<file path="src/sv/tpsm_pkg.sv">
// Shared types and constants for the triangle plane slice midpoint block.
package tpsm_pkg;

    localparam int COORD_W    = 32;
    localparam int NORM_W     = 16;
    localparam int TOL_W      = 16;
    localparam int DIFF_W     = COORD_W + 1;
    localparam int PROD_W     = 2 * COORD_W;
    localparam int DIV_STAGES = COORD_W;
    localparam int LANES      = 4;
    localparam int CFG_IDX_W  = 8;
    localparam int CFG_DATA_W = 32;
    localparam int IN_DATA_W  = 9 * COORD_W + 3 * NORM_W;
    localparam int OUT_DATA_W = 3 * COORD_W + 3 * NORM_W;
    localparam int QUEUE_DEPTH_DEF = 4;

    localparam logic [CFG_IDX_W-1:0] REG_SLICE_HEIGHT = CFG_IDX_W'(0);
    localparam logic [CFG_IDX_W-1:0] REG_TOLERANCE    = CFG_IDX_W'(1);

    typedef struct packed {
        logic signed [NORM_W-1:0]  nz;
        logic signed [NORM_W-1:0]  ny;
        logic signed [NORM_W-1:0]  nx;
        logic signed [COORD_W-1:0] cz;
        logic signed [COORD_W-1:0] cy;
        logic signed [COORD_W-1:0] cx;
        logic signed [COORD_W-1:0] bz;
        logic signed [COORD_W-1:0] by;
        logic signed [COORD_W-1:0] bx;
        logic signed [COORD_W-1:0] az;
        logic signed [COORD_W-1:0] ay;
        logic signed [COORD_W-1:0] ax;
    } tri_t;

    // One point: x0 + num * dx / den, z given directly
    typedef struct packed {
        logic signed [COORD_W-1:0] x0;
        logic signed [COORD_W-1:0] y0;
        logic signed [DIFF_W-1:0]  dx;
        logic signed [DIFF_W-1:0]  dy;
        logic signed [DIFF_W-1:0]  num;
        logic signed [DIFF_W-1:0]  den;
        logic signed [COORD_W-1:0] z;
    } pt_t;

    typedef struct packed {
        pt_t                      p0;
        pt_t                      p1;
        logic signed [NORM_W-1:0] nx;
        logic signed [NORM_W-1:0] ny;
        logic signed [NORM_W-1:0] nz;
    } job_t;

    typedef struct packed {
        logic [LANES-1:0][COORD_W-1:0] c0;
        logic [LANES-1:0]              neg;
        logic signed [COORD_W-1:0]     z0;
        logic signed [COORD_W-1:0]     z1;
        logic signed [NORM_W-1:0]      nx;
        logic signed [NORM_W-1:0]      ny;
        logic signed [NORM_W-1:0]      nz;
    } side_t;

    typedef struct packed {
        logic signed [NORM_W-1:0]  nz;
        logic signed [NORM_W-1:0]  ny;
        logic signed [NORM_W-1:0]  nx;
        logic signed [COORD_W-1:0] mid_z;
        logic signed [COORD_W-1:0] mid_y;
        logic signed [COORD_W-1:0] mid_x;
    } res_t;

    function automatic logic [COORD_W-1:0] mag33(input logic signed [DIFF_W-1:0] v);
        logic [DIFF_W-1:0] m;
        m = v[DIFF_W-1] ? DIFF_W'(-v) : DIFF_W'(v);
        return m[COORD_W-1:0];
    endfunction

endpackage

</file>
<file path="src/sv/tpsm_queue.sv">
// Job queue between the front end and the arithmetic back end.
module tpsm_queue #(
    parameter int DEPTH = tpsm_pkg::QUEUE_DEPTH_DEF
) (
    input  logic           clk,
    input  logic           rst_n,
    input  logic           push_valid,
    output logic           push_ready,
    input  tpsm_pkg::job_t push_data,
    output logic           pop_valid,
    input  logic           pop_ready,
    output tpsm_pkg::job_t pop_data
);
    import tpsm_pkg::*;

    localparam int PW = $clog2(DEPTH);
    localparam int CW = $clog2(DEPTH + 1);

    job_t          mem [DEPTH];
    logic [PW-1:0] wr_ptr_reg, wr_ptr_next, rd_ptr_reg, rd_ptr_next;
    logic [CW-1:0] count_reg, count_next;
    logic          push, pop;

    assign push_ready = count_reg != CW'(DEPTH);
    assign pop_valid  = count_reg != '0;
    assign pop_data   = mem[rd_ptr_reg];
    assign push       = push_valid && push_ready;
    assign pop        = pop_valid && pop_ready;

    always_comb
    begin
        wr_ptr_next = wr_ptr_reg;
        rd_ptr_next = rd_ptr_reg;
        count_next  = count_reg;
        if (push)
            wr_ptr_next = (wr_ptr_reg == PW'(DEPTH - 1)) ? '0 : wr_ptr_reg + 1'b1;
        if (pop)
            rd_ptr_next = (rd_ptr_reg == PW'(DEPTH - 1)) ? '0 : rd_ptr_reg + 1'b1;
        if (push && !pop)
            count_next = count_reg + 1'b1;
        else if (pop && !push)
            count_next = count_reg - 1'b1;
    end

    always_ff @(posedge clk or negedge rst_n)
    begin
        if (!rst_n)
        begin
            wr_ptr_reg <= '0;
            rd_ptr_reg <= '0;
            count_reg  <= '0;
        end
        else
        begin
            wr_ptr_reg <= wr_ptr_next;
            rd_ptr_reg <= rd_ptr_next;
            count_reg  <= count_next;
        end
    end

    always_ff @(posedge clk)
    begin
        if (push)
            mem[wr_ptr_reg] <= push_data;
    end

endmodule

</file>
<file path="config.mk">
export PLATFORM = sky130hd
export DESIGN_NAME = tpsm_queue
export DESIGN_NICKNAME = d
export VERILOG_FILES = /design/src/sv/tpsm_pkg.sv /design/src/sv/tpsm_queue.sv
export SDC_FILE = /design/constraint.sdc
export NUM_CORES = 1
export LEC_CHECK = 0
export BUFFER_PORTS_ARGS = -buffer_cell sky130_fd_sc_hd__buf_2
export CORE_MARGIN = 1.5
export CORE_UTILIZATION = 40
export CTS_BUF_LIST = sky130_fd_sc_hd__clkbuf_4 sky130_fd_sc_hd__clkbuf_8
export DETAILED_ROUTE_END_ITERATION = 16
export GPL_ROUTABILITY_DRIVEN = 0
export HOLD_SLACK_MARGIN = 0.08
export PLACE_DENSITY = 0.56
export SYNTH_ARGS = -nofsm -noshare
export SYNTH_HDL_FRONTEND = slang
export SYNTH_SLANG_ARGS = --single-unit
</file>
<file path="constraint.sdc">
create_clock -name clk -period 25.4 [get_ports clk]
set_clock_uncertainty 0.1 [all_clocks]
set_input_delay 3.81 -clock clk [delete_from_list [all_inputs] [get_ports clk]]
set_output_delay 3.81 -clock clk [all_outputs]
set_load 0.1 [all_outputs]
</file>
Yosys cells after proc, flatten, opt, wreduce, memory -nomap -nowiden:

Memories as Yosys holds them, arrays and structs flattened.
Cells that the tools add are included.

* $add $sub $neg: 4
* equality and inequality tests: 3
* mux-type cells: 6
* reductions and logical operators: 8

Operators with widths (count)
* 3-bit two-way mux: 2
* 2-bit by 1-bit adder with 2-bit output (second input constant): 2
* 2-bit == test (second input constant): 2
* 1-bit logical AND: 4
* 2-bit two-way mux: 2
* 3-bit by 1-bit adder with 3-bit output (second input constant): 1
* 3-bit inequality test (second input constant): 1
* 3-bit nonzero test: 1
* 3-bit by 1-bit subtractor with 3-bit output (second input constant): 1
* 1-bit zero test: 2
* 1-bit two-way mux: 2
* 2-bit nonzero test: 1

* bits in registers: 7
* memory bits (writable): 2016
* logic and storage cells: 25
* memories kept: 1

Memory list
* mem: words 4, width 504, rd ports 1, clocked after Yosys merged registers in 0, write ports 1, RTL line tpsm_queue.sv:19 `job_t mem [DEPTH];`

Depth between registers and ports, before layout:

* depth in word-level cells: 6
* mapped depth: 8

Worst setup path before layout:

Ideal clock, no wire load.

* path type: input-to-reg
* from: input push_valid
* to: memory mem[0][0] in the netlist's numbering, enable pin
* setup time: 0.934 ns
* arrival: 15.562 ns
* path slack: 8.803 ns
* stages on the path: 2
* buffers on the path: 0
* path through: a21boi_1 -> and2_1

* longest elaborated chain between the ends: 3

RTL lines
* from (decl): RTL line tpsm_queue.sv:7 `input logic push_valid,`
* 1-bit logical AND: RTL line tpsm_queue.sv:27 `assign push = push_valid && push_ready;`
* 1-bit two-way mux: RTL line tpsm_queue.sv:63 `if (push)`
* 1-bit two-way mux (not written as such): RTL line tpsm_queue.sv:64 `mem[wr_ptr_reg] <= push_data;`
* to (decl): RTL line tpsm_queue.sv:19

No other way between the ends.

==> key figures <==
Clocking
  – CTS tree: yes
  – Setup bufs post-CTS: 0
  – Clk pin slew, worst setup/hold paths: 60 ps
  – Clock sink count: between 2000 and 2500
  – Clock tree buffer depth: 4
  – CTS buffer count: between 300 and 400
  – Worst skew pair latency: a little over 1000 ps
  – Clock Root Buffer: clkbuf_8
  – Cts-stage hold buffer count: 0
  – Post-CTS sizing: 0
  – H-tree levels: 5

Final layout
  – Finished Layout Cells: around 6600
  – Commonest non-fill, non-tap cell in the layout: edfxtp_1
  – Share of cells above drive strength 1: 0.497
  – Layout filler cell count: around 15000
  – Synth-to-Final Area Change: 19.6%
  – Area of the multi-input gates: between 10000 and 15000 µm²
  – Commonest cells after routing, fill and taps aside: 2016 x edfxtp_1, 1013 x buf_2, 504 x mux4_2
  – Final layout net count: between 4000 and 5000
  – Register Area: slightly above 60000 µm²
  – Max FFs per register: 2016

Synthesis
  – Seq cells post-synth: between 2000 and 2500
  – Main area contributors after synthesis: edfxtp_1 83%, mux4_2 16%, buf_4 0.39%
  – Syn. warnings: 0
  – Register area share after synthesis: 0.832
  – Post-synthesis cell count: approximately 2700
  – Synth area leader: edfxtp_1
  – Share of the synthesized area in the top cell type: 0.830
  – Synth Area per Inst: around 27 µm²
  – Cell Area, Synth: 72900 µm²
  – Syn Nets: between 3000 and 4000
  – Netlist cell types: 19

Worst setup path
  – Slowest Stage Delay on Critical Path: 1060 ps
  – Critical Path End Type: output port
  – CP delay by family, top: buffers and inverters
  – Required time of the critical path: 21490 ps
  – Buffers and inverters on the worst path: 5
  – Critical path's slowest cell: dfrtp_4
  – Crit Path Max Fanout: 52
  – Worst Path Arrival: 6200 ps
  – CP dominant cell by count: buf_4
  – Crit path launch type: flop
  – WS Path Type: flop to output port
  – Crit path cell chain: buf_4, buf_4, buf_4, buf_4, mux4_2, buf_2

Floorplan
  – Die width: 430 µm
  – Initial Util: 0.403
  – Rows: 156
  – Vert. Die Dim: 430 µm
  – Die footprint: approximately 180000 µm²
  – Ports: around 1000
  – Placeable core area: 181000 µm²

Placement
  – Post-Place Setup Slack: roughly 16000 ps
  – Buffers added on ports: just over 1000
  – Cells after DPL: around 6000
  – Post-DP HPWL: 109000 µm

Flow run
  – Max cap viols: 0

Detailed routing
  – Drt drc: 0
  – WL final: 173000 µm
  – Routed Antenna Nets: 0
  – Drt wl/cell: 26.1 µm
  – TritonRoute pass-1 iters: 4
  – Via count: 33900
  – Vias per Instance: 5.12
  – Iter 0 DRT Violations: between 2000 and 2500

Global route
  – Initial antenna violation count: 116
  – Largest net degree at the start of global routing: 130
  – Vias in the first global route: 35400
  – GRT Overall Usage: 0.184
  – First-pass GRT wire length: between 200000 and 250000 µm
  – GRT overflow: 0

Timing
  – Relative slew slack: 0.308
  – Final WS setup: approximately 15000 ps
  – Final hold viol count: 0
  – RSZ-0062 raised after global routing: no
  – Achievable Freq: about 0.099 GHz
  – Worst-margin pin slew: 1040 ps
  – Endpoints failing setup: 0
  – Post-route minimum period: 10110 ps
  – Final-report max-slew violation count: 0
  – Fin crit share: 0.398
  – Setup TNS: 0 ps
  – Hold_ws: between 400 and 500 ps

Worst hold path
  – HP Class: flop to flop

Run status
  – Status: complete, no violations
[metrics by stage]
step	area, µm²	util
after floorplan	72900	-
after global placement	80800	0.447
after detailed placement	80800	0.447
after CTS	87200	0.482
after global routing	87200	0.482
final	87300	0.482
[synth_stat cells, drive strengths merged]
cell type / number
edfxtp: 2016
xor2: 2
nand2: 2
and2: 4
buf: 102
xnor2: 1
a21boi: 1
mux2: 5
dfrtp: 7
nor2: 4
ha: 6
fa: 1
clkbuf: 10
or3: 1
inv: 3
mux4: 504
[routing by layer]
| metal | wire (µm) | GRT usage | vias up |
|---|---|---|---|
| met1 | 63500 | 0.213 | 17800 |
| met2 | 89500 | 0.313 | 1225 |
| met3 | 13200 | 0.0628 | 467 |
| met4 | 6150 | 0.0746 | 62 |
| met5 | 389 | 0 | - |
| li1 | - | - | 14400 |
[layout make-up]
cell class	count	area share
Sequential cell	2023	0.696
Tap cell	2370	0.0340
Clock buffer	483	0.0674
Timing Repair Buffer	1061	0.0631
Multi-Input combinational cell	531	0.133
Inverter	3	0.000129
Clock inverter	113	0.00556
Antenna cell	39	0.00112
[cells by family after synthesis]
kind of cell / after synthesis / share of synthesized area
muxes: 509 / 0.156
and+or+nand+nor: 11 / 0.000738
xor gates and xnor gates: 3 / 0.000360
AOI/OAI and AO/OA: 1 / 0.000103
adders and majority gates: 7 / 0.00130
DFF: 2023 / 0.832
buffers and inverters: 115 / 0.00870
[worst paths after layout]
check / end / slack, ps / depth (start not counted) / startpoint
min in group asynchronous: wr_ptr_reg[1] / 2510 / 1 / rst_n
worst max-delay path: pop_data[235] / 15290 / 6 / rd_ptr_reg[0]
max in group asynchronous: rd_ptr_reg[1] / 22500 / 1 / rst_n
worst max register to register: mem[3][242] / 19820 / 7 / count_reg[0]
worst min register to register: count_reg[2] / 410 / 1 / count_reg[2]
worst min-delay path: count_reg[2] / 410 / 1 / count_reg[2]
Power is not shown: default switching activity piles up to over one toggle a cycle in this logic, so the estimate is an artifact.
