### src/sv/tpsm_pkg.sv
// Shared types and constants for the triangle plane slice midpoint block.
package tpsm_pkg;

    localparam int COORD_W    = 32;
    localparam int NORM_W     = 16;
    localparam int TOL_W      = 16;
    localparam int DIFF_W     = COORD_W + 1;
    localparam int PROD_W     = 2 * COORD_W;
    localparam int DIV_STAGES = COORD_W;
    localparam int LANES      = 4;
    localparam int CFG_IDX_W  = 8;
    localparam int CFG_DATA_W = 32;
    localparam int IN_DATA_W  = 9 * COORD_W + 3 * NORM_W;
    localparam int OUT_DATA_W = 3 * COORD_W + 3 * NORM_W;
    localparam int QUEUE_DEPTH_DEF = 4;

    localparam logic [CFG_IDX_W-1:0] REG_SLICE_HEIGHT = CFG_IDX_W'(0);
    localparam logic [CFG_IDX_W-1:0] REG_TOLERANCE    = CFG_IDX_W'(1);

    typedef struct packed {
        logic signed [NORM_W-1:0]  nz;
        logic signed [NORM_W-1:0]  ny;
        logic signed [NORM_W-1:0]  nx;
        logic signed [COORD_W-1:0] cz;
        logic signed [COORD_W-1:0] cy;
        logic signed [COORD_W-1:0] cx;
        logic signed [COORD_W-1:0] bz;
        logic signed [COORD_W-1:0] by;
        logic signed [COORD_W-1:0] bx;
        logic signed [COORD_W-1:0] az;
        logic signed [COORD_W-1:0] ay;
        logic signed [COORD_W-1:0] ax;
    } tri_t;

    // One point: x0 + num * dx / den, z given directly
    typedef struct packed {
        logic signed [COORD_W-1:0] x0;
        logic signed [COORD_W-1:0] y0;
        logic signed [DIFF_W-1:0]  dx;
        logic signed [DIFF_W-1:0]  dy;
        logic signed [DIFF_W-1:0]  num;
        logic signed [DIFF_W-1:0]  den;
        logic signed [COORD_W-1:0] z;
    } pt_t;

    typedef struct packed {
        pt_t                      p0;
        pt_t                      p1;
        logic signed [NORM_W-1:0] nx;
        logic signed [NORM_W-1:0] ny;
        logic signed [NORM_W-1:0] nz;
    } job_t;

    typedef struct packed {
        logic [LANES-1:0][COORD_W-1:0] c0;
        logic [LANES-1:0]              neg;
        logic signed [COORD_W-1:0]     z0;
        logic signed [COORD_W-1:0]     z1;
        logic signed [NORM_W-1:0]      nx;
        logic signed [NORM_W-1:0]      ny;
        logic signed [NORM_W-1:0]      nz;
    } side_t;

    typedef struct packed {
        logic signed [NORM_W-1:0]  nz;
        logic signed [NORM_W-1:0]  ny;
        logic signed [NORM_W-1:0]  nx;
        logic signed [COORD_W-1:0] mid_z;
        logic signed [COORD_W-1:0] mid_y;
        logic signed [COORD_W-1:0] mid_x;
    } res_t;

    function automatic logic [COORD_W-1:0] mag33(input logic signed [DIFF_W-1:0] v);
        logic [DIFF_W-1:0] m;
        m = v[DIFF_W-1] ? DIFF_W'(-v) : DIFF_W'(v);
        return m[COORD_W-1:0];
    endfunction

endpackage

### src/sv/tpsm_front.sv
// Front end: edge crossing and on-plane classification, point setup.
module tpsm_front (
    input  tpsm_pkg::tri_t                    tri_in,
    input  logic signed [tpsm_pkg::COORD_W-1:0] height,
    input  logic [tpsm_pkg::TOL_W-1:0]        tolerance,
    output logic                              emit,
    output tpsm_pkg::job_t                    job
);
    import tpsm_pkg::*;

    function automatic pt_t make_edge(
        input logic signed [COORD_W-1:0] p0x, p0y, p0z, p1x, p1y, p1z,
        input logic signed [COORD_W-1:0] h
    );
        pt_t p;
        p.x0  = p0x;
        p.y0  = p0y;
        p.dx  = DIFF_W'(p1x) - DIFF_W'(p0x);
        p.dy  = DIFF_W'(p1y) - DIFF_W'(p0y);
        p.num = DIFF_W'(h) - DIFF_W'(p0z);
        p.den = DIFF_W'(p1z) - DIFF_W'(p0z);
        p.z   = h;
        return p;
    endfunction

    function automatic pt_t make_vtx(input logic signed [COORD_W-1:0] x, y, z);
        pt_t p;
        p.x0  = x;
        p.y0  = y;
        p.dx  = '0;
        p.dy  = '0;
        p.num = '0;
        p.den = DIFF_W'(1);
        p.z   = z;
        return p;
    endfunction

    function automatic logic crosses(input logic signed [DIFF_W-1:0] d0, d1);
        return (d0 < 0 && d1 > 0) || (d0 > 0 && d1 < 0);
    endfunction

    logic signed [DIFF_W-1:0] d_a, d_b, d_c;
    logic x_ab, x_bc, x_ca;
    logic o_a, o_b, o_c;
    pt_t  e_ab, e_bc, e_ca, v_a, v_b, v_c;

    assign d_a = DIFF_W'(tri_in.az) - DIFF_W'(height);
    assign d_b = DIFF_W'(tri_in.bz) - DIFF_W'(height);
    assign d_c = DIFF_W'(tri_in.cz) - DIFF_W'(height);

    assign x_ab = crosses(d_a, d_b);
    assign x_bc = crosses(d_b, d_c);
    assign x_ca = crosses(d_c, d_a);

    assign o_a = {1'b0, mag33(d_a)} < (COORD_W + 1)'(tolerance);
    assign o_b = {1'b0, mag33(d_b)} < (COORD_W + 1)'(tolerance);
    assign o_c = {1'b0, mag33(d_c)} < (COORD_W + 1)'(tolerance);

    assign e_ab = make_edge(tri_in.ax, tri_in.ay, tri_in.az,
                            tri_in.bx, tri_in.by, tri_in.bz, height);
    assign e_bc = make_edge(tri_in.bx, tri_in.by, tri_in.bz,
                            tri_in.cx, tri_in.cy, tri_in.cz, height);
    assign e_ca = make_edge(tri_in.cx, tri_in.cy, tri_in.cz,
                            tri_in.ax, tri_in.ay, tri_in.az, height);
    assign v_a  = make_vtx(tri_in.ax, tri_in.ay, tri_in.az);
    assign v_b  = make_vtx(tri_in.bx, tri_in.by, tri_in.bz);
    assign v_c  = make_vtx(tri_in.cx, tri_in.cy, tri_in.cz);

    always_comb
    begin
        job.nx = tri_in.nx;
        job.ny = tri_in.ny;
        job.nz = tri_in.nz;
        if (x_ab || x_bc || x_ca)
        begin
            emit   = (x_ab && x_bc) || (x_ab && x_ca) || (x_bc && x_ca);
            job.p0 = x_ab ? e_ab : e_bc;
            job.p1 = (x_ab && x_bc) ? e_bc : e_ca;
        end
        else
        begin
            emit   = (o_a && o_b) || (o_a && o_c) || (o_b && o_c);
            job.p0 = o_a ? v_a : v_b;
            job.p1 = (o_a && o_b) ? v_b : v_c;
        end
    end

endmodule

### config.mk
export PLATFORM = sky130hd
export DESIGN_NAME = tpsm_front
export DESIGN_NICKNAME = d
export VERILOG_FILES = /design/src/sv/tpsm_pkg.sv /design/src/sv/tpsm_front.sv
export SDC_FILE = /design/constraint.sdc
export NUM_CORES = 2
export LEC_CHECK = 0
export ABC_AREA = 1
export ABC_CLOCK_PERIOD_IN_PS = 6700
export BUFFER_PORTS_ARGS = -buffer_cell sky130_fd_sc_hd__buf_2
export CAP_MARGIN = 10
export CORE_ASPECT_RATIO = 2
export CORE_UTILIZATION = 30
export DETAILED_ROUTE_END_ITERATION = 8
export SLEW_MARGIN = 10
export SYNTH_ARGS = -nofsm -noshare
export SYNTH_HDL_FRONTEND = slang
export SYNTH_SLANG_ARGS = --single-unit
export TNS_END_PERCENT = 30
### constraint.sdc
create_clock -name vclk -period 6.7
set_input_delay 1.005 -clock vclk [all_inputs]
set_output_delay 1.005 -clock vclk [all_outputs]
set_load 0.01 [all_outputs]
## Yosys cells after proc, flatten, opt, wreduce, memory -nomap -nowiden

Cells that the tools add are included.

- Flip-flop bits (word level): 0
- Latch bits: 0
- Bits in writable memories: 0
- ROM bits: 0
- Bits of input ports: 384
- Output and inout port bits: 505
- Logic and storage cells: 57
- Memories kept: 0

- Add/sub/neg operators: 18
- Multiply operators: 0
- Div/mod/pow operators: 0
- Magnitude comparators: 9
- Equal/unequal tests: 0
- Shift-type cells: 0
- Mux-type cells: 9
- Bitwise operators: 0
- Reductions and logical operators: 21

Operator list:

| operator | count |
|---|---|
| two-way mux 228 bit | 4 |
| subtractor 32 x 32 -> 33 bit | 15 |
| two-way mux 456 bit | 1 |
| > comparator 33 x 1 -> 1 bit (second input constant) | 3 |
| < comparator 33 x 1 -> 1 bit (second input constant) | 3 |
| < comparator 32 x 16 -> 1 bit | 3 |
| two-way mux 32 bit | 3 |
| negator 32 bit | 3 |
| logical AND 1 bit | 12 |
| logical OR 1 bit | 9 |
| two-way mux 1 bit | 1 |

## Longest topological paths before layout

- Word-level depth: 8
- Mapped depth: 38

## Worst setup path after synthesis

OpenSTA, ideal clock, no wires.

- Kind: input-to-output
- From: input port tri_in[64] (netlist name)
- To: output port job[278] (netlist name)
- Arrival: 5.096 ns
- Required time: 5.695 ns
- Path slack: 0.599 ns
- Stages: 37
- Buffers on the path: 3
- Cell sequence: inv_1 > ha_1 > inv_1 > fa_1 > nand3_1 > nand2_1 > nand2_1 > nand2_2 > nand2_1 > nand2_1 > nand2_1 > nand2_1 > nand2_1 > nand2_2 > inv_2 > buf_2 > o21ai_0 > xor2_1 > inv_1 > ha_1 > a21oi_1 > nor2_1 > a211oi_1 > o21ai_0 > a21oi_1 > nand2_1 > a21oi_1 > nand2_1 > nor2_1 > nand3_2 > nor2_8 > inv_2 > buf_6 > buf_4 > nand2_1 > nand3_1 > nand2_1

RTL lines:

| what | RTL line | RTL |
|---|---|---|
| start: declaration | tpsm_front.sv:3 | `input tpsm_pkg::tri_t tri_in,` |
| end: declaration | tpsm_front.sv:7 | `output tpsm_pkg::job_t job` |

## Worst setup path after layout

- From: input port height[4] (netlist name)
- To: output port emit

- Longest elaborated chain between the ends: 8

Ends and longest elaborated chain:

| what | RTL line | RTL |
|---|---|---|
| start: declaration | tpsm_front.sv:4 | `input logic signed [tpsm_pkg::COORD_W-1:0] height,` |
| subtractor 32 x 32 -> 33 bit, on equally long branches | tpsm_front.sv:47, tpsm_front.sv:48, tpsm_front.sv:49 |  |
| negator 32 bit (tied with other cells) | tpsm_pkg.sv:75 | `m = v[DIFF_W-1] ? DIFF_W'(-v) : DIFF_W'(v);` |
| two-way mux 32 bit or logical AND 1 bit (tied branches) | tpsm_pkg.sv:75, tpsm_front.sv:39 |  |
| < comparator 32 x 16 -> 1 bit (tied with other cells) | tpsm_front.sv:55 | `assign o_a = {1'b0, mag33(d_a)} < (COORD_W + 1)'(tolerance);` |
| logical AND 1 bit, on equally long branches | tpsm_front.sv:82, tpsm_front.sv:76 |  |
| logical OR 1 bit, on equally long branches (2 in a row) | tpsm_front.sv:82, tpsm_front.sv:76 |  |
| two-way mux 1 bit * | tpsm_front.sv:74 | `if (x_ab \|\| x_bc \|\| x_ca)` |
| end: declaration | tpsm_front.sv:6 | `output logic emit,` |

Every way passes the cells marked *; elsewhere a longest branch is shown, timed or not.

==> impl.org <==
** Run status
- Result of the run :: finished with violations
- The checks that failed: setup timing.

** Detailed routing
- Iteration count of the initial detailed-routing pass :: 7
- For this run, design rule violations remaining after detail routing come to 0.
- The final layout contains routed wiring with a total length of 361000 um.
- Post-DR vias/cell :: 5.68
- Number of antenna-violating nets in the routed design :: 0
- In the final routed layout, each cell accounts on average for 31.2 um.
- The detailed router placed 65.7k vias in this run.
- Detailed router's first-iteration violation count :: 5707

** Final layout
- Layout Cell Area excl Fill :: 0.0586 mm2
- Area of all sequential standard cells :: 0 um2
- Layout-stage area growth over the synthesis result :: 41.8%
- The filler cells instantiated in the layout total 15.6k.
- Most used cells in the layout excluding fill and tap cells :: 2422 x nand2_1, 1239 x buf_4, 1141 x inv_1
- In the finished design the tool counted flip-flops and latches totalling 0.
- Most common cell after layout, fill and taps aside :: nand2_1
- In the final layout, the share of cells above drive strength 1 is 0.247.
- For this run, the post-layout net count is 10.7k.
- After layout, the clock buffer instance count stands at 0.

** Synthesis
- For this run, the register share of the synthesized area comes to 0.
- Warning count from the yosys run :: 0
- Synthesis instantiated 51 different standard cells from the library.
- The synthesized netlist occupies a cell area of 0.0413 mm2.
- Post-synthesis cell count :: 7913
- A synthesized cell averages 5.22 um2.
- When the netlist entered floorplanning its net count stood at 8840.

** Timing
- Final hold analysis gives a worst-case slack of 2.01 ns.
- Slack of the critical path :: -0.679 ns
- Max Slew Vio Count :: 0
- The worst pin sits at a relative slew slack of 0.0467.
- At the pin with the least slew margin, the transition time is 1.43 ns.
- Final period demand of the worst path :: 7.38 ns
- Adding up every negative setup slack in the final design gives -96.49 ns.
- Hold Fails Final Rpt :: 0
- For this run, the top clock speed supported by timing is 136 MHz.
- In the finished design, the share of the clock period the worst path needs comes to 1.10.
- Count of endpoints failing setup in the final report :: 420
- Setup repair after global routing could not meet its margin everywhere.

** Placed design
- After detailed placement, the total cell area comes to 0.0564 mm2.
- Buffers on Ports :: 793
- Weighted congestion at the end of routability-driven global placement :: 1.15
- Summed over all nets, the half-perimeter wirelength after detailed placement is 305000 um.

** Critical path
- For this run, the slowest stage of the critical path takes 0.41 ns.
- Critical path capture point type :: output port
- Crit Path Class :: input pin to output port
- Peak fanout along the critical path :: 5
- In this run the worst setup path begins at height[4].
- Cell type with the highest occurrence count on the critical path :: nand2_1
- At the worst endpoint, the arrival time is 6.37 ns.
- Slowest library cell on the worst path :: o21ai_0
- CP required :: 5.69 ns
- Sort of element at the start of the critical path :: input pin

** Floorplanning
- I/O pin total :: 889
- The die is 527 um tall.
- The floorplan has 192 rows.
- Floorplan die width :: 264 um
- For this configuration, the core starts out at a cell density of 0.302.
- Area of the core :: 0.137 mm2
- The floorplan step defined a die boundary enclosing 0.139 mm2.

** Global route
- Leftover overflow at the end of global routing :: 0
- Pin count of the biggest net entering global routing :: 70
- For this run, global-route usage on met2 was measured as 0.827.
- The first global-routing pass estimated 484000 um of wire.
- Initial antenna violation count :: 64
- Across every metal layer, demand over resource in global routing totals 0.496.
- For this run, global-route usage on met3 was measured as 0.160.
- Global-route track usage on met1 :: 0.423
- Most utilized layer in the global route result :: met2
- Vias in the first global route :: 64.4k

** Hold path
- The startpoint identified for the worst hold timing path is tri_in[334].
- The min-delay analysis places its worst path in the category input pin to output port.

** Job
- Maximum Capacitance Violations :: 0
[path summary, 6_finish.rpt]
kind,end,slack (ns),depth (start not counted)
worst max-delay path,emit,-0.68,32
worst min-delay path,job[14],2.01,0
[cell families after synthesis]
| kind of cell | count (synthesis) | synth area share |
|---|---|---|
| XOR/XNOR | 405 | 0.0859 |
| AND/OR/NAND/NOR | 3997 | 0.395 |
| AO/OA/AOI/OAI | 1464 | 0.202 |
| buffers and inverters | 1504 | 0.150 |
| adder cells (fa/ha/maj) | 543 | 0.167 |
[Yosys cell counts (all sizes together), types with 3 or more instances]
master   instances  area, um2
a211oi          17        128
a21boi          77        578
a21o            20        150
a21oi          607       3050
a221oi           9       78.8
a31oi           49        307
and3             3       18.8
buf            204       1310
clkbuf         107        405
clkinv           6       22.5
fa              15        300
ha             528       6610
inv           1187       4460
nand2         2495       9420
nand3          635       3190
nand3b          12       90.1
nand4           68        425
nor2           716       2780
nor3            40        200
nor4            23        150
o2111ai         11       96.3
o211ai         135       1010
o21a            35        264
o21ai          449       2250
o21bai          33        248
o221ai           8       70.1
o31ai           11       82.6
or2              3       18.8
xnor2          126       1100
xor2           279       2440
[repair_timing]
action / CTS / global route
cloned: 4 / 16
gates resized for setup: 116 / 157
hold buffers: 0 / 0
pin swaps: 16 / 23
endpoints found under the setup margin: 316 / 457
setup buffers: 19 / 22
[final cells by class]
type	instances	area [um2]	share of cell area
multi-input combinational	6409	36000	0.614
timing repair buffer	2144	15800	0.269
inverter	1193	4510	0.0771
tap	1746	2180	0.0373
antenna	59	148	0.00252
[critical path: cells and delay by family]
family	cells	cell delay, ns
adders and majority gates	2	0.64
AOI/OAI and AO/OA	3	0.79
buffers and inverters	6	0.93
xor gates and xnor gates	1	0.21
and+or+nand+nor	20	2.78
[metrics by stage]
step | setup slack [ns] | std cells | utilization
after floorplan | 0.599 | 7913 | -
after global placement | -1.21 | 11400 | 0.412
after detailed placement | -1.21 | 11400 | 0.412
after CTS | -0.383 | 11500 | 0.418
after global routing | -0.703 | 11500 | 0.428
final | -0.679 | 11600 | 0.429
[routing by layer]
metal / share of wire / vias to the layer above
li1: - / 29200
met1: 0.30 / 30100
met2: 0.46 / 4252
met3: 0.085 / 2039
met4: 0.16 / 18
met5: 0.00035 / -
